==> config.mk <==
export PLATFORM = sky130hd
export DESIGN_NAME = sbwd_row_mem
export DESIGN_NICKNAME = d
export VERILOG_FILES = /design/src/rtl/sbwd_pkg.sv /design/src/rtl/sbwd_row_mem.sv
export SDC_FILE = /design/constraint.sdc
export NUM_CORES = 2
export LEC_CHECK = 0
export BUFFER_PORTS_ARGS = -buffer_cell sky130_fd_sc_hd__clkbuf_2
export CAP_MARGIN = 5
export CORE_MARGIN = 2
export CORE_UTILIZATION = 27
export CTS_CLUSTER_DIAMETER = 120
export CTS_CLUSTER_SIZE = 40
export DETAILED_ROUTE_END_ITERATION = 7
export PLACE_DENSITY_LB_ADDON = 0.05
export RECOVER_POWER = 50
export SYNTH_ARGS = -nofsm -noshare
export SYNTH_HDL_FRONTEND = slang
export SYNTH_SLANG_ARGS = --single-unit
==> constraint.sdc <==
create_clock -name clk_i -period 4.9 [get_ports clk_i]
set_input_delay 0.98 -clock clk_i [delete_from_list [all_inputs] [get_ports clk_i]]
set_output_delay 0.98 -clock clk_i [all_outputs]
set_load 0.05 [all_outputs]
==> src/rtl/sbwd_pkg.sv <==
// Package for the separable blur with decay: frame geometry, pixel format,
// configuration register map and shared types. No dependencies.
package sbwd_pkg;

  localparam int WIDTH      = 128;
  localparam int PIXEL_BITS = 16;
  localparam int CNT_W      = $clog2(WIDTH);
  localparam int POS_W      = 7;   // row/column field width on the result stream
  localparam int WEIGHT_W   = 16;
  localparam int DECAY_W    = 17;
  localparam int CFG_IDX_W  = 2;
  localparam int CFG_DATA_W = 17;

  localparam logic [CNT_W-1:0] LAST_POS  = CNT_W'(WIDTH - 1);
  localparam logic [CNT_W-1:0] INNER_LO  = CNT_W'(1);
  localparam logic [CNT_W-1:0] INNER_HI  = CNT_W'(WIDTH - 2);
  localparam logic [CNT_W-1:0] FIRST_INT = CNT_W'(2);

  localparam logic [WEIGHT_W-1:0] SIDE_RST   = WEIGHT_W'(16384);
  localparam logic [WEIGHT_W-1:0] CENTRE_RST = WEIGHT_W'(32768);
  localparam logic [DECAY_W-1:0]  DECAY_RST  = DECAY_W'(65535);

  typedef enum logic [CFG_IDX_W-1:0] {
    CFG_SIDE   = 2'd0,
    CFG_CENTRE = 2'd1,
    CFG_DECAY  = 2'd2
  } cfg_idx_e;

  typedef struct packed {
    logic [WEIGHT_W-1:0] side;
    logic [WEIGHT_W-1:0] centre;
    logic [DECAY_W-1:0]  decay;
  } cfg_t;

  typedef logic [PIXEL_BITS-1:0] pix_t;

  typedef enum logic [1:0] {
    ST_IDLE,
    ST_HWAIT,
    ST_VWAIT,
    ST_EMIT
  } state_e;

endpackage

==> src/rtl/sbwd_row_mem.sv <==
// Line buffer for the horizontal pass results of the two previous rows.
// One word per column holds {older, newer}. Depends on sbwd_pkg.
module sbwd_row_mem import sbwd_pkg::*; (
  input  logic                    clk_i,
  input  logic                    we_i,
  input  logic [CNT_W-1:0]        waddr_i,
  input  logic [2*PIXEL_BITS-1:0] wdata_i,
  input  logic                    re_i,
  input  logic [CNT_W-1:0]        raddr_i,
  output logic [2*PIXEL_BITS-1:0] rdata_o
);

  logic [2*PIXEL_BITS-1:0] mem [WIDTH];
  logic [2*PIXEL_BITS-1:0] rdata_q;

  always_ff @(posedge clk_i) begin
    if (we_i) begin
      mem[waddr_i] <= wdata_i;
    end
  end

  always_ff @(posedge clk_i) begin
    if (re_i) begin
      rdata_q <= mem[raddr_i];
    end
  end

  assign rdata_o = rdata_q;

endmodule

==> impl_metrics.csv <==
group,metric,value,unit
floorplan,core-area,0.577,mm^2
pwr,max-vdd-ir-drop,0.000263,V
routing,wl,552000,um
hold_path,hold-path-cell-count,1,
floorplan,initial_core_util,27.1,%
logic_synthesis,yosys-top-cells-area,"edfxtp_1 (79%), mux4_2 (19%), clkbuf_1 (0.44%)",
logic_synthesis,synthCells,5990,
routing,num_vias,69200,
pwr,power_density,347,mW/mm^2
pwr,leakagePower,51.7,nW
worst_setup_path,rrSetupSlack,1980,ps
worst_setup_path,cp_slowest_cell,"dlymetal6s4s_1",
clock_tree,clk_pin_slew,150,ps
cells_and_area,area_growth,13.2,%
worst_setup_path,path_buf_inv,3,
floorplan,ios,81,
clock_tree,cts_setup_buffers,0,
place,post-dp-hpwl,329000,um
worst_setup_path,crit_family,"buffers and inverters",
global_route,grt_pass1_wl,724000,um
clock_tree,cts_buffer_depth,4,
global_route,grt_antenna_before_repair,93,
job,maxCapViolCount,37,
sta,fin_crit_sh,83.1,%
status,violations,"capacitance limit, slew limit",
clock_tree,cts_tree,"built",
logic_synthesis,yosysWarnings,0,
place,dp.cells,14000,
logic_synthesis,synth_top_cell_by_area,"edfxtp_1",
worst_setup_path,timing.critical_path.mode_cell,"nor2_1",
floorplan,die_h,766,um
logic_synthesis,synth_area,0.157,mm^2
sta,fin_worst_skew,67.1,ps
logic_synthesis,ys_types,16,
worst_setup_path,startpoint_type,"input pin",
pwr,power.total,61.5,mW
routing,wl_per_cell,38.8,um
worst_setup_path,path_class,"in -> reg",
place,post_dp_cell_area,0.173,mm^2
worst_setup_path,path_cells,"clkbuf_1 -> nor2_1 -> nand3_1 -> buf_4 -> nor2_1 -> dlymetal6s4s_1",
sta,worst_pin_slew,4350,ps
sta,hold_slack,614,ps
worst_setup_path,crit_required,5400,ps
worst_setup_path,critPathCaptureType,"flip-flop",
floorplan,die_w,766,um
routing,ant_nets,0,
sta,setup_viol,0,
cells_and_area,fin_area,0.177,mm^2
cells_and_area,drive_above_1_share,35.0,%
logic_synthesis,synth_seq_cells,4128,
worst_setup_path,cp_max_fo,32,
clock_tree,cts_buffers,141,
clock_tree,insertion_delay,960,ps
place,io_buffers,80,
global_route,grt_start_max_net_pins,129,
worst_setup_path,worstPathArrival,4570,ps
clock_tree,htreeDepth,4,
clock_tree,numClockSinks,4128,
floorplan,fp-row-count,279,
sta,slew_headroom,-190,%
global_route,grt_pass1_vias,72100,
clock_tree,cts_hold_buf,0,
global_route,grtUsageTotal,18.6,%
place,gp_congestion,0.752,
routing,drt_iter0_drc,8798,
global_route,grt_overflow,0,
clock_tree,cts_resized,0,
cells_and_area,fin_util,30.7,%
worst_setup_path,max_stage_delay,2290,ps
logic_synthesis,syn-num-nets,6039,
sta,report.final.slew_viol_count,2521,
sta,tns,0,ps
routing,drc,0,
logic_synthesis,yosysSeqAreaShare,79.2,%
sta,fin_ws,830,ps
cells_and_area,finalNonFillerCells,14200,
sta,rsz0062_at_grt,"false",
routing,vias_per_cell,4.86,
cells_and_area,final_common_cell,"edfxtp_1",
place,place_ws,185,ps
logic_synthesis,synth_top_area_share,79.2,%
cells_and_area,final_cell_mix,"edfxtp_1 (4,128), mux4_2 (1,344), buf_4 (268)",
status,status,"finished with violations",
sta,max_freq,0.246,GHz
cells_and_area,fin_nets,6439,
hold_path,hold_path.class,"in -> reg",
logic_synthesis,postSynthAreaPerCell,26.1,um^2
worst_setup_path,path_depth,6,
sta,hold_viol,0,
worst_setup_path,reg2reg_depth,4,
clock_tree,root_buffer,"clkbuf_16",
sta,fin_crit,4070,ps
floorplan,dieArea,0.586,mm^2
routing,drtPass1Iterations,7,
report_power, final:
group	internal, mW	switching (mW)
sequential	39.0	0.133
clock	6.21	11.6
combinational	1.55	2.91
synthesized netlist by cell type (all sizes together):
| cell | number |
|---|---|
| mux2 | 32 |
| or3 | 1 |
| nand4 | 3 |
| mux4 | 1344 |
| nor2b | 7 |
| clkbuf | 182 |
| nand3 | 12 |
| nand2b | 2 |
| nand2 | 14 |
| edfxtp | 4128 |
| nor2 | 122 |
| nor3 | 9 |
| buf | 134 |
registers in the layout (all words and copies together), names as in the netlist:
| name | cells |
|---|---|
| rdata_o | 32 |
| mem | 4096 |
cells by family (layout without fill, tap and decap cells):
kind of cell / count (synthesis) / in the layout / synth area share [%]
buffers and inverters: 316 / 799 / 0.837
muxes: 1376 / 1376 / 19.6
other: 0 / 33 / 0
DFF: 4128 / 4128 / 79.2
and+or+nand+nor: 170 / 170 / 0.445
worst paths after layout:
kind / start / end
max: waddr_i[6] / mem[31][28]$_DFFE_PP_
min: wdata_i[7] / mem[61][7]$_DFFE_PP_
max reg2reg: mem[85][8]$_DFFE_PP_ / rdata_o[8]$_DFFE_PP_
min reg2reg: mem[70][9]$_DFFE_PP_ / rdata_o[9]$_DFFE_PP_
metal layers:
metal | global-route usage (%) | part of all wire (%) | up-vias
li1 | - | - | 27000
met1 | 25.9 | 44 | 40400
met2 | 32.4 | 51 | 1581
met3 | 2.06 | 4.1 | 272
met4 | 2.29 | 1.2 | 12
met5 | 0 | 0.014 | -
final cells by class:
type / count / area [um^2]
clock buffer: 150 / 3690
antenna: 33 / 82.6
tap: 7727 / 9670
timing repair buffer: 573 / 6480
sequential: 4128 / 124000
fill: 55000 / 400000
clock inverter: 76 / 1040
multi-input combinational: 1546 / 32300
Note: power is estimated with default switching activity, not from simulation.
