--- config.mk ---
export PLATFORM = sky130hd
export DESIGN_NAME = sbwd_tap
export DESIGN_NICKNAME = d
export VERILOG_FILES = /design/src/rtl/sbwd_pkg.sv /design/src/rtl/sbwd_tap.sv
export SDC_FILE = /design/constraint.sdc
export NUM_CORES = 2
export LEC_CHECK = 0
export BUFFER_PORTS_ARGS = -buffer_cell sky130_fd_sc_hd__buf_2
export CORE_MARGIN = 2
export CORE_UTILIZATION = 50
export DETAILED_ROUTE_END_ITERATION = 12
export PLACE_DENSITY = 0.64
export SLEW_MARGIN = 40
export SYNTH_ARGS = -nofsm -noshare
export SYNTH_HDL_FRONTEND = slang
export SYNTH_SLANG_ARGS = --single-unit
export TNS_END_PERCENT = 100
--- constraint.sdc ---
create_clock -name clk_i -period 7.6 [get_ports clk_i]
set_clock_uncertainty 0.15 [all_clocks]
set_input_delay 0 -clock clk_i [delete_from_list [all_inputs] [get_ports clk_i]]
set_output_delay 0 -clock clk_i [all_outputs]
set_load 0.05 [all_outputs]
--- src/rtl/sbwd_pkg.sv ---
// Package for the separable blur with decay: frame geometry, pixel format,
// configuration register map and shared types. No dependencies.
package sbwd_pkg;

  localparam int WIDTH      = 128;
  localparam int PIXEL_BITS = 16;
  localparam int CNT_W      = $clog2(WIDTH);
  localparam int POS_W      = 7;   // row/column field width on the result stream
  localparam int WEIGHT_W   = 16;
  localparam int DECAY_W    = 17;
  localparam int CFG_IDX_W  = 2;
  localparam int CFG_DATA_W = 17;

  localparam logic [CNT_W-1:0] LAST_POS  = CNT_W'(WIDTH - 1);
  localparam logic [CNT_W-1:0] INNER_LO  = CNT_W'(1);
  localparam logic [CNT_W-1:0] INNER_HI  = CNT_W'(WIDTH - 2);
  localparam logic [CNT_W-1:0] FIRST_INT = CNT_W'(2);

  localparam logic [WEIGHT_W-1:0] SIDE_RST   = WEIGHT_W'(16384);
  localparam logic [WEIGHT_W-1:0] CENTRE_RST = WEIGHT_W'(32768);
  localparam logic [DECAY_W-1:0]  DECAY_RST  = DECAY_W'(65535);

  typedef enum logic [CFG_IDX_W-1:0] {
    CFG_SIDE   = 2'd0,
    CFG_CENTRE = 2'd1,
    CFG_DECAY  = 2'd2
  } cfg_idx_e;

  typedef struct packed {
    logic [WEIGHT_W-1:0] side;
    logic [WEIGHT_W-1:0] centre;
    logic [DECAY_W-1:0]  decay;
  } cfg_t;

  typedef logic [PIXEL_BITS-1:0] pix_t;

  typedef enum logic [1:0] {
    ST_IDLE,
    ST_HWAIT,
    ST_VWAIT,
    ST_EMIT
  } state_e;

endpackage

--- src/rtl/sbwd_tap.sv ---
// Four-stage 3-tap filter unit: weighted sum, round, decay multiply, round
// and saturate. Shared by both passes. Depends on sbwd_pkg.
module sbwd_tap import sbwd_pkg::*; (
  input  logic clk_i,
  input  logic rst_ni,
  input  cfg_t cfg_i,
  input  logic start_i,
  input  pix_t a_i,
  input  pix_t m_i,
  input  pix_t b_i,
  output logic done_o,
  output pix_t value_o
);

  localparam int SUM_W  = PIXEL_BITS + 1;
  localparam int PS_W   = WEIGHT_W + SUM_W;
  localparam int PC_W   = WEIGHT_W + PIXEL_BITS;
  localparam int ACC_W  = PS_W + 2;
  localparam int Q_W    = ACC_W - 16;
  localparam int PR_W   = Q_W + DECAY_W;
  localparam int RND_W  = PR_W + 1;
  localparam int V_W    = RND_W - 16;

  logic [3:0]       vld_q;
  logic [PS_W-1:0]  p_side_q;
  logic [PC_W-1:0]  p_ctr_q;
  logic [Q_W-1:0]   q_q;
  logic [PR_W-1:0]  prod_q;
  pix_t             value_q;

  logic [SUM_W-1:0] sum_ab;
  logic [ACC_W-1:0] acc;
  logic [RND_W-1:0] rnd;
  logic [V_W-1:0]   v;

  assign sum_ab = {1'b0, a_i} + {1'b0, b_i};
  assign acc    = ACC_W'(p_side_q) + ACC_W'(p_ctr_q) + ACC_W'(32768);
  assign rnd    = RND_W'(prod_q) + RND_W'(32768);
  assign v      = rnd[RND_W-1:16];

  always_ff @(posedge clk_i or negedge rst_ni) begin
    if (!rst_ni) begin
      vld_q <= '0;
    end else begin
      vld_q <= {vld_q[2:0], start_i};
    end
  end

  always_ff @(posedge clk_i) begin
    p_side_q <= cfg_i.side * sum_ab;
    p_ctr_q  <= cfg_i.centre * m_i;
    q_q      <= acc[ACC_W-1:16];
    prod_q   <= q_q * cfg_i.decay;
    if (v > V_W'({PIXEL_BITS{1'b1}})) begin
      value_q <= {PIXEL_BITS{1'b1}};
    end else begin
      value_q <= v[PIXEL_BITS-1:0];
    end
  end

  assign done_o  = vld_q[3];
  assign value_o = value_q;

endmodule

==> out/results.ini <==
[run_status]
status=finished clean

[clocking]
cts_tree=done
clkSlewWorstSetupHoldPaths_ps=70
cts_root_buffer=clkbuf_16
clock_sinks=124
clock_latency_ps=440
cts_setup_buffers=0
cts_max_path_buffers=2
cts_buffers=17
htreeDepth=4

[worst_setup_path]
path_common_cell=fa_1
crit_type=in2reg
cp.required_ps=7770
cp_slowest_cell=fa_1
endpoint_kind=register
worst_path_largest_cell_delay_ps=540
critPathTopFamily=adder cells
cp-start-kind=input port
critPathBufInv=5
critPathMaxFanout=6
arrival_ps=7350

[global_routing]
grt_pass1_vias=24490
grt_max_degree=19
overflow=0
grt_use_total_pct=22.7
grt_first_pass_wirelength_um=119000
antenna_found_initial=3

[sta]
tightestPinTransition_ps=912
fmax_mhz=139
finalMaxSlewViolations=0
hold_ws_ps=34.5
period_needed_ps=7180
setup_violations=0
finalHoldViolCount=0
finalCritPeriodShare_pct=94.4
fin_setup_tns_ps=0
max-slew-margin-rel_pct=39.1

[placement]
io_buffers=116
place_area_um2=33200
gp_congestion=0.837
dp_hpwl_um=57600

[floorplanning]
die_h_um=255
fp.dieArea_um2=65100
initial_core_util_pct=50.3
core_region_area_um2=62700
pin_count=117
rows=92
fp.dieW_um=255

[synth]
yosysUniqueCellTypes=59
ys.flop_type=dfxtp_1
ys_ff_latch=124
syn_area_um2=31500
synth.avg_cell_area_um2=9.00
synth_seq_area_share_pct=7.93
synth-edff-count=0
async_flop_share_pct=3.23
yosys_warnings=0
synth_nets=4644
synth_cells=3504

[drt]
vias_per_cell=5.12
avgRoutedWirePerCell_um=15.5
drc_errors=0
final_antenna_net_count=0
dr_total_vias=22730
drt_first_pass_iters=5
wirelength_um=68800
drt_first_iter_violations=1038

[cells_and_area]
seq_area_um2=2500
fin_nets=4724
multi_input_area_um2=25900
n_antenna_cell=0
synthToLayoutAreaGrowth_pct=7.52
fillers=5769
design_area_um2=33900
drive_gt1_share_pct=6.34

[flow_run]
drv_cap=0

[worst_hold_path]
hold_class=in2reg

==> worst register-to-register path, stage by stage, from the launching register on <==
cell	delay (ps)
dfxtp_1	810
nand2_1	180
fa_1	560
inv_1	50
fa_1	520
inv_1	50
fa_1	510
inv_1	60
fa_1	530
inv_1	50
fa_1	470
inv_1	50
fa_1	430
ha_1	320
nand2_1	140
o21ai_0	140
a211oi_1	500
a21o_1	250
o21ai_0	200
a221oi_1	370
nand2b_1	130
a21oi_1	190
xnor2_1	130
==> cell type report <==
cell class	instances	area share (%)
sequential	124	7.38
tap	846	3.12
multi-input combinational	2526	76.3
inverter	726	8.03
clock inverter	15	0.505
clock buffer	17	1.25
timing repair buffer	189	3.38
==> placed cells by master, fill, tap and decap left out, types with 44 or more instances in the layout <==
cell / netlist / layout
o21ai_0: 52 / 49
dfxtp_1: 120 / 120
nand2_1: 566 / 566
inv_1: 726 / 726
xnor2_1: 71 / 69
a21oi_1: 94 / 92
a21o_1: 44 / 44
nor2_1: 57 / 57
fa_1: 641 / 641
buf_2: 2 / 116
and2_1: 311 / 311
ha_1: 399 / 399
buf_4: 0 / 66
==> layer usage <==
metal / track usage, % / part of all wire (%) / vias to the layer above
met4: 5.70 / 2.0 / 0
met2: 41.8 / 52 / 400
li1: - / - / 10772
met5: 0 / 0 / -
met1: 28.6 / 42 / 11465
met3: 2.19 / 3.4 / 93
==> flip-flops by register name (all words and copies together) (netlist names) <==
register	cells
q_q	18
vld_q	4
p_side_q	33
prod_q	21
p_ctr_q	32
value_o	16
==> stage by stage <==
stage	cells	worst slack, ps	util (%)
after floorplan	3504	5.50	-
after global placement	4404	-155	52.9
after detailed placement	4404	-216	53.0
after CTS	4443	241	54.0
after global routing	4443	-34.3	54.1
final	4443	424	54.1
==> cells in the mapped netlist (all sizes together) (5+ instances only) <==
cell type  count  area share [%]
inv          726             8.6
fa           641              41
nand2        566             6.7
ha           399              16
and2         311             6.2
clkbuf       122             1.5
dfxtp        120             7.6
a21oi         94             1.5
xnor2         71             2.0
nor2          57            0.68
o21ai         52            0.82
a21o          44             1.0
xor2          42             1.2
nand3         34            0.54
nand2b        28            0.56
nor2b         24            0.48
and3          21            0.42
nor3          20            0.32
o21a          16            0.38
a211oi        11            0.26
a31oi         10            0.20
nand4          8            0.16
nor4           7            0.14
o21bai         7            0.17
and4           6            0.17
buf            6           0.079
o211ai         5            0.12
==> final timing paths <==
kind | startpoint | end | slack (ps) | depth (start not counted)
min in group asynchronous | rst_ni | vld_q[1] | 300 | 3
worst min-delay path | m_i[0] | p_ctr_q[1] | 30 | 3
worst max-delay path | a_i[1] | p_side_q[29] | 420 | 31
worst min register to register | vld_q[2] | vld_q[3] | 200 | 0
max in group asynchronous | rst_ni | vld_q[3] | 6840 | 3
worst max register to register | q_q[13] | prod_q[31] | 760 | 22
==> cells by family (layout without fill, tap and decap cells) <==
logic type                 after synthesis  after routing  synth area share [%]
AOI/OAI and AO/OA                      279            279                  5.62
xor gates and xnor gates               113            113                  3.14
adders and majority gates             1040           1040                  56.5
buffers and inverters                  854            947                  10.2
DFF                                    124            124                  7.93
muxes                                    1              1                0.0317
and+or+nand+nor                       1093           1093                  16.6
==> timing repair <==
item	CTS	global route
hold endpoints to repair	8	0
gates resized for setup	0	11
hold buffers	7	0
setup endpoints to repair	0	9
Power is left out: the tool's default activity adds up to more than one toggle a clock period on the data nets, which glitch-free logic cannot reach.
